**config.mk**
```make
export PLATFORM = sky130hd
export DESIGN_NAME = hkc_ram
export DESIGN_NICKNAME = d
export VERILOG_FILES = /design/src/rtl/hkc_ram.sv
export SDC_FILE = /design/constraint.sdc
export NUM_CORES = 1
export LEC_CHECK = 0
export CAP_MARGIN = 20
export CORE_MARGIN = 2
export CORE_UTILIZATION = 40
export CTS_BUF_LIST = sky130_fd_sc_hd__clkbuf_2 sky130_fd_sc_hd__clkbuf_4 sky130_fd_sc_hd__clkbuf_8
export DETAILED_ROUTE_END_ITERATION = 16
export DONT_BUFFER_PORTS = 1
export SYNTH_ARGS = -nofsm -noshare
export SYNTH_HDL_FRONTEND = slang
export SYNTH_SLANG_ARGS = --single-unit
```
**constraint.sdc**
```tcl
create_clock -name clk -period 15.5 [get_ports clk]
set_input_delay 1.55 -clock clk [delete_from_list [all_inputs] [get_ports clk]]
set_output_delay 1.55 -clock clk [all_outputs]
set_load 0.01 [all_outputs]
```
**src/rtl/hkc_ram.sv**
```systemverilog
`default_nettype none
module hkc_ram #(
	parameter int WIDTH = 64,
	parameter int DEPTH = 16
) (
	input wire logic clk,
	input wire logic we,
	input wire logic [((DEPTH > 1) ? $clog2(DEPTH) : 1)-1:0] waddr,
	input wire logic [WIDTH-1:0] wdata,
	input wire logic re,
	input wire logic [((DEPTH > 1) ? $clog2(DEPTH) : 1)-1:0] raddr,
	output logic [WIDTH-1:0] rdata
);

	logic [WIDTH-1:0] mem_q [DEPTH];

	always_ff @(posedge clk) begin
		if (we) begin
			mem_q[waddr] <= wdata;
		end
		if (re) begin
			rdata <= mem_q[raddr];
		end
	end

endmodule
`default_nettype wire

```
; ---- Word level (Yosys, flattened, before mapping)
; Memory sizes are Yosys's and may differ from the RTL's. A register that Yosys moved wholly into a read port is not among the register bits.
; Cells that the tools add are included.
[classes]
n_addsub = 0
mul = 0
div_mod_pow = 0
n_lt_le_gt_ge = 0
n_eq_ne = 0
n_shift = 0
mux = 2
bitwise = 0
reduce_logical = 0
[op_table]
columns = op, count
row1 = 2-to-1 mux 1 bit, 2
[word_totals]
regBits = 0
latch_bits = 0
ram_bits = 1024
romBits = 0
input_bits = 75
output_inout_bits = 64
word_cells = 3
n_memories = 1
[memory_table]
columns = name, words, width, read_ports, rd_clocked_by_memory_dff, write_ports, line_no
row1 = mem_q, 16, 64, 1, 1, 1, 15  ; logic [WIDTH-1:0] mem_q [DEPTH];

; ---- Depth between registers and ports, before layout
; Gate-level depths: netlist (run 1).
[logic_depth]
depth_word = 2
mapped_depth = 6
mapped_depth_nobuf = 3

; ---- Worst setup path after synthesis (run 1)
; OpenSTA, ideal clock, no wires.
[synth_path]
path_kind = input-to-reg
from = in waddr[2] (netlist name)
to = mem mem_q[0][0], enable pin
setup_ps = 565
arrival_ps = 6413
required_time_ps = 14935
path_slack_ps = 8521
cell_stages = 2
path_buffers = 0
path_cell_list = or3b_2 -> nor3_1
[synth_lines]
columns = item, line_no
row1 = start: declaration, 8  ; input wire logic [((DEPTH > 1) ? $clog2(DEPTH) : 1)-1:0] waddr,
row2 = end: declaration, 15
; No word-level cell before the write port.

; ---- Worst setup path in the final report (run 1)
[layout_path]
from = in waddr[2] (netlist name)
to = mem mem_q[0][38], enable pin
; No word-level cell before the write port.

==> flow_metrics.tcl, run 1 <==
set metrics [dict create \
    synth-warning-count 0 \
    fillers 8200 \
    p_leak_nw 13.9 \
    boundaryPins 139 \
    seq_power_share 0.575 \
    ctsResizeCount 0 \
    worst_pin_slew_ns 1.09 \
    ir_drop_uv 74.6 \
    coreArea_um2 99900 \
    grt_pass1_vias 18900 \
    num_vias 17500 \
    skew_ns 0.0483 \
    cts_root_buf "clkbuf_8" \
    crit_path_end_kind "register" \
    synth_edf_count 1088 \
    layout.nets 1833 \
    synth_common_cells "edfxtp_1, mux4_2, a22oi_1" \
    critPathLaunchType "primary input" \
    rsz0062_at_grt "no" \
    synth_nets 1722 \
    timing.fmax_mhz 292 \
    gp_congestion 0.719 \
    grt_first_pass_wirelength_mm 125 \
    drive_above_1_share 0.295 \
    ff_latch_area_um2 32700 \
    maxSlewViolCount 0 \
    setup_tns_ns 0 \
    preCtsSetupSlack_ns 11.25 \
    ys_seq_elements 1088 \
    placed_area_um2 41800 \
    cellPowerDensity_nw_per_um2 129 \
    syn_avg_cell_area_um2 24.4 \
    htreeDepth 4 \
    dr.pass1.iters 4 \
    maxUsedRoutingLayer "met4" \
    grt_use_total 0.165 \
    cts_sinks 1088 \
    ys_async_sr_fraction 0 \
    clk_latency_ns 0.81 \
    hold_viol 0 \
    setup_viol 0 \
    cts_tree "built" \
    worst-path-max-fanout 55 \
    syn_to_final_growth_pct 11.9 \
    dp_cells 2885 \
    path_clk_slew_ns 0.06 \
    critical_path_arrival_ns 3.81 \
    setup_ws_ns 12.08 \
    cp.required_ns 15.89 \
    p_int_mw 4.64 \
    start_util 0.403 \
    hpwl_mm 41.3 \
    routed_wl_mm 84.4 \
    p_sw_mw 1.18 \
    dieArea_um2 103000 \
    rows 116 \
    ctsHoldBuffers 0 \
    ys_types 17 \
    wire_per_inst_um 26.5 \
    multiInputGateArea_um2 7230 \
    status "completed" \
    stdcell_area_um2 45000 \
    yosysTopAreaCell "edfxtp_1" \
    yosysMostFrequentCell "edfxtp_1" \
    wl_met3_mm 6.22 \
    synth_cells 1647 \
    p_sw_frac 0.203 \
    critPathKind "in -> reg" \
    hold_class "reg -> reg" \
    cap_violations 0 \
    vias_per_cell 5.49 \
    synth.area.top_cells "edfxtp_1, mux4_2, a22oi_1" \
    min_period_ns 3.42 \
    stdcell_count 3187 \
    slew_headroom 0.274 \
    overflow 0 \
    synth_top_area_frac 0.812 \
    grt_start_max_net_pins 257 \
    wl_met1_mm 34.7 \
    post-cts-setup-buffer-count 0 \
    io_buffers 0 \
    holdWs_ns 0.734 \
    pwr-share-comb 0.029 \
    die_h_um 321 \
    syn-cell-area_um2 40200 \
    drt_first_iter_violations 1631 \
    pwr-share-clk 0.396 \
    numCtsBuffers 169 \
    wl_met2_mm 42.0 \
    clock_path_buffers 3 \
    postSynth.topFlopCell "edfxtp_1" \
    synth_sequential_area_ratio 0.812 \
    antenna_found_initial 3 \
    post-route-period-util 0.221 \
    remaining_drc_errors 0 \
    ant_nets 0 \
    die_x_um 321 \
]
routing by layer:
layer  vias up  global-route usage
met5         -                   0
li1       7365                   -
met3       129              0.0489
met2       561               0.266
met4         0              0.0505
met1      9438               0.217
flip-flops by register name, indices dropped and copies added (netlist names):
signal / count
mem_q: 1024
rdata: 64
logic make-up after synthesis:
logic type      count (synthesis)  share of synthesized area
compound gates                128                     0.0239
buf+inv                        84                     0.0112
flops                        1088                      0.812
simple gates                   91                    0.00927
mux                           256                      0.143
cells in the final DEF, fill, tap and decap left out, types with 2 or more instances in the layout:
cell type and count:
bufinv_16 3, nor2_4 13, clkbuf_8 172, mux4_2 256, nor2b_4 2, clkbuf_4 61
buf_16 2, a22oi_1 128, clkinv_2 8, clkinvlp_4 6, nand2b_1 2, diode_2 3
edfxtp_1 1088, nand3b_1 2, buf_4 22, nor3_2 4, nand2_1 65, clkinv_1 43
inv_6 3
final timing paths:
path	startpoint	endpoint	slack (ns)	cells after the start
worst max-delay path	waddr[2]	mem_q[0][38]	12.08	3
worst min-delay path	mem_q[8][36]	rdata[36]	0.73	3
worst max register to register	mem_q[3][33]	rdata[33]	13.86	3
worst min register to register	mem_q[8][36]	rdata[36]	0.73	3
through the flow:
step | power [mW] | util
detailed placement | 3.58 | 0.418
global route | 6.02 | 0.451
global placement | 3.58 | 0.418
floorplan | 3.56 | -
CTS | 5.89 | 0.450
finish | 5.82 | 0.451
critical path, stage by stage:
cell and delay (ns):
or3b_2 0.59, nor3_2 0.74, buf_4 0.89
final cells by class:
type                            count  area share
Sequential cell                  1088       0.726
Multi-Input combinational cell    475       0.161
Clock buffer                      233      0.0628
Tap cell                         1298      0.0361
Clock inverter                     66     0.00904
Timing Repair Buffer               24     0.00489
Antenna cell                        3    0.000167
power by group through the flow:
stage | sequential (mW) | combinational (mW) | clock [mW]
floorplan | 3.40 | 0.157 | 0
global placement | 3.41 | 0.170 | 0
detailed placement | 3.41 | 0.172 | 0
CTS | 3.35 | 0.173 | 2.37
global route | 3.35 | 0.181 | 2.49
finish | 3.35 | 0.169 | 2.30
Power figures use the tool's default switching activity.
==> run 2: changes to the inputs <==
==> constraint.sdc (replaced) <==
create_clock -name clk -period 3.5 [get_ports clk]
set_input_delay 0.35 -clock clk [delete_from_list [all_inputs] [get_ports clk]]
set_output_delay 0.35 -clock clk [all_outputs]
set_load 0.01 [all_outputs]
==> run 2 against run 1 <==
  * First-iteration DRC count decreased by 1.8%
  * Non-clock buffer count increased by 98
  * Cell area increased by 2.6%
  * Hold slack got worse by 0.68 ns
  * Global-route usage increased by 1.0 points
  * Highest routed layer is now met5
  * Final cell count increased by 3.3%
  * Clock skew decreased by 0.0017 ns
  * Critical path depth increased by 3
==> flow_metrics.tcl, run 2 (synthesis gave the netlist of run 1 again) <==
set metrics [dict create \
    cp.required_ns 4.07 \
    io_buffers 0 \
    timing.fmax_mhz 336 \
    syn_to_final_growth_pct 14.8 \
    crit_chain "mux4_2 -> dlygate4sd3_1 -> a22oi_1 -> dlygate4sd3_1 -> nand2_1 -> dlygate4sd3_1" \
    cp_common_cell "dlygate4sd3_1" \
    hold_viol 0 \
    p_leak_nw 14.4 \
    worst_pin_slew_ns 0.938 \
    critPathKind "reg -> reg" \
    wire_per_inst_um 27.1 \
    vias_per_cell 5.45 \
    ir_drop_uv 370 \
    p_sw_mw 5.62 \
    final_util 0.462 \
    grt_start_max_net_pins 207 \
    drt_first_iter_violations 1602 \
    rows 116 \
    worst-path-buf-inv 3 \
    worst-path-max-fanout 1 \
    grt_first_pass_wirelength_mm 130 \
    cts_tree "built" \
    slew_headroom 0.372 \
    setup_viol 0 \
    clk_latency_ns 0.84 \
    htreeDepth 4 \
    overflow 0 \
    cts_root_buf "clkbuf_8" \
    min_period_ns 2.97 \
    hpwl_mm 42.7 \
    critPathLaunchType "register" \
    cap_violations 0 \
    grt_pass1_vias 19100 \
    dieArea_um2 103000 \
    start_util 0.403 \
    drive_above_1_share 0.289 \
    gp_congestion 0.702 \
    cts_sinks 1088 \
    post-route-period-util 0.850 \
    skew_ns 0.0466 \
    pwr-share-clk 0.389 \
    num_vias 17900 \
    maxSlewViolCount 0 \
    coreArea_um2 99900 \
    cellPowerDensity_nw_per_um2 566 \
    ctsResizeCount 0 \
    largest_reg_flops 1024 \
    dr.pass1.iters 4 \
    boundaryPins 139 \
    regMostFlops "mem_q" \
    layout.nets 1929 \
    ant_nets 0 \
    final_common_cell "edfxtp_1" \
    path_delay_family "buffers and inverters" \
    numCtsBuffers 167 \
    antenna_found_initial 10 \
    grt_use_total 0.175 \
    remaining_drc_errors 0 \
    die_x_um 321 \
    reg_top3 "mem_q (1024), rdata (64)" \
    die_h_um 321 \
    p_sw_frac 0.215 \
    path_clk_slew_ns 0.06 \
    final_cell_mix "edfxtp_1, mux4_2, clkbuf_8" \
    pwr-share-comb 0.044 \
    slowest_delay_ns 0.57 \
    holdWs_ns 0.0522 \
    hold_class "in -> reg" \
    status "completed" \
    critical_path_arrival_ns 3.54 \
    seq_power_share 0.567 \
    slowest_stage "dlygate4sd3_1" \
    rsz0062_at_grt "no" \
    crit_path_end_kind "register" \
    routed_wl_mm 89.1 \
    finalPower_mw 26.1 \
    clock_path_buffers 3 \
    p_int_mw 20.5 \
]
==> run 2: changes by cell type in the layout (fill, tap and decap cells not counted), sizes merged, moves of 4 or more <==
| cell | previous run | this run |
|---|---|---|
| clkinv | 52 | 64 |
| diode | 3 | 9 |
| clkbuf | 233 | 223 |
| buf | 24 | 41 |
| dlygate4sd3 | 0 | 81 |
| clkinvlp | 6 | 2 |
==> run 2: what timing repair did <==
action                     CTS  global route
buffers inserted             0             0
hold buffers                89             0
hold endpoints to repair  1278             0
==> run 2: worst paths after layout <==
| path | start | to | slack [ns] | cells past startpoint |
|---|---|---|---|---|
| setup / recovery | mem_q[15][15] | rdata[15] | 0.53 | 6 |
| hold / removal | raddr[2] | rdata[20] | 0.05 | 3 |
| setup reg to reg | mem_q[15][15] | rdata[15] | 0.53 | 6 |
| hold reg to reg | mem_q[13][46] | rdata[46] | 0.71 | 3 |
==> run 2: cell type report <==
cell class,count,area [µm²]
diodes,9,22.5
clock buffers,223,2730
clock inverters,77,500
fillers,8177,53700
multi-input cells,475,7260
flip-flops and latches,1088,32700
well taps,1298,1620
repair buffers,122,1370
==> run 2: worst min-delay path, stage by stage <==
cell and delay (ns):
nor2b_4 0.11, a22oi_1 0.20, nand2_1 0.06
==> run 2: through the flow <==
stage / cell area [µm²] / worst slack, ns / setup TNS [ns] / instances
6_report: 46200 / 0.526 / 0 / 3292
5_1_grt: 46200 / 0.429 / 0 / 3291
4_1_cts: 46200 / 0.540 / 0 / 3283
3_5_place_dp: 41900 / 1.09 / 0 / 2894
3_3_place_gp: 41900 / 1.11 / 0 / 2894
2_1_floorplan: 40300 / -0.544 / -124.95 / 1647
==> run 2: power groups by stage <==
stage	Combinational (mW)	Clock (mW)	Sequential [mW]
after floorplan	0.698	0	15.1
after global placement	0.756	0	15.1
after detailed placement	0.766	0	15.1
after CTS	1.18	10.4	14.8
after global routing	1.24	11.0	14.8
final	1.15	10.2	14.8
==> run 2: metal layers <==
layer | track usage | vias up | wire, µm
met5 | 0 | - | 69
met4 | 0.0513 | 10 | 1880
met3 | 0.0471 | 136 | 5880
met2 | 0.279 | 565 | 43000
met1 | 0.237 | 9657 | 38200
li1 | - | 7579 | -
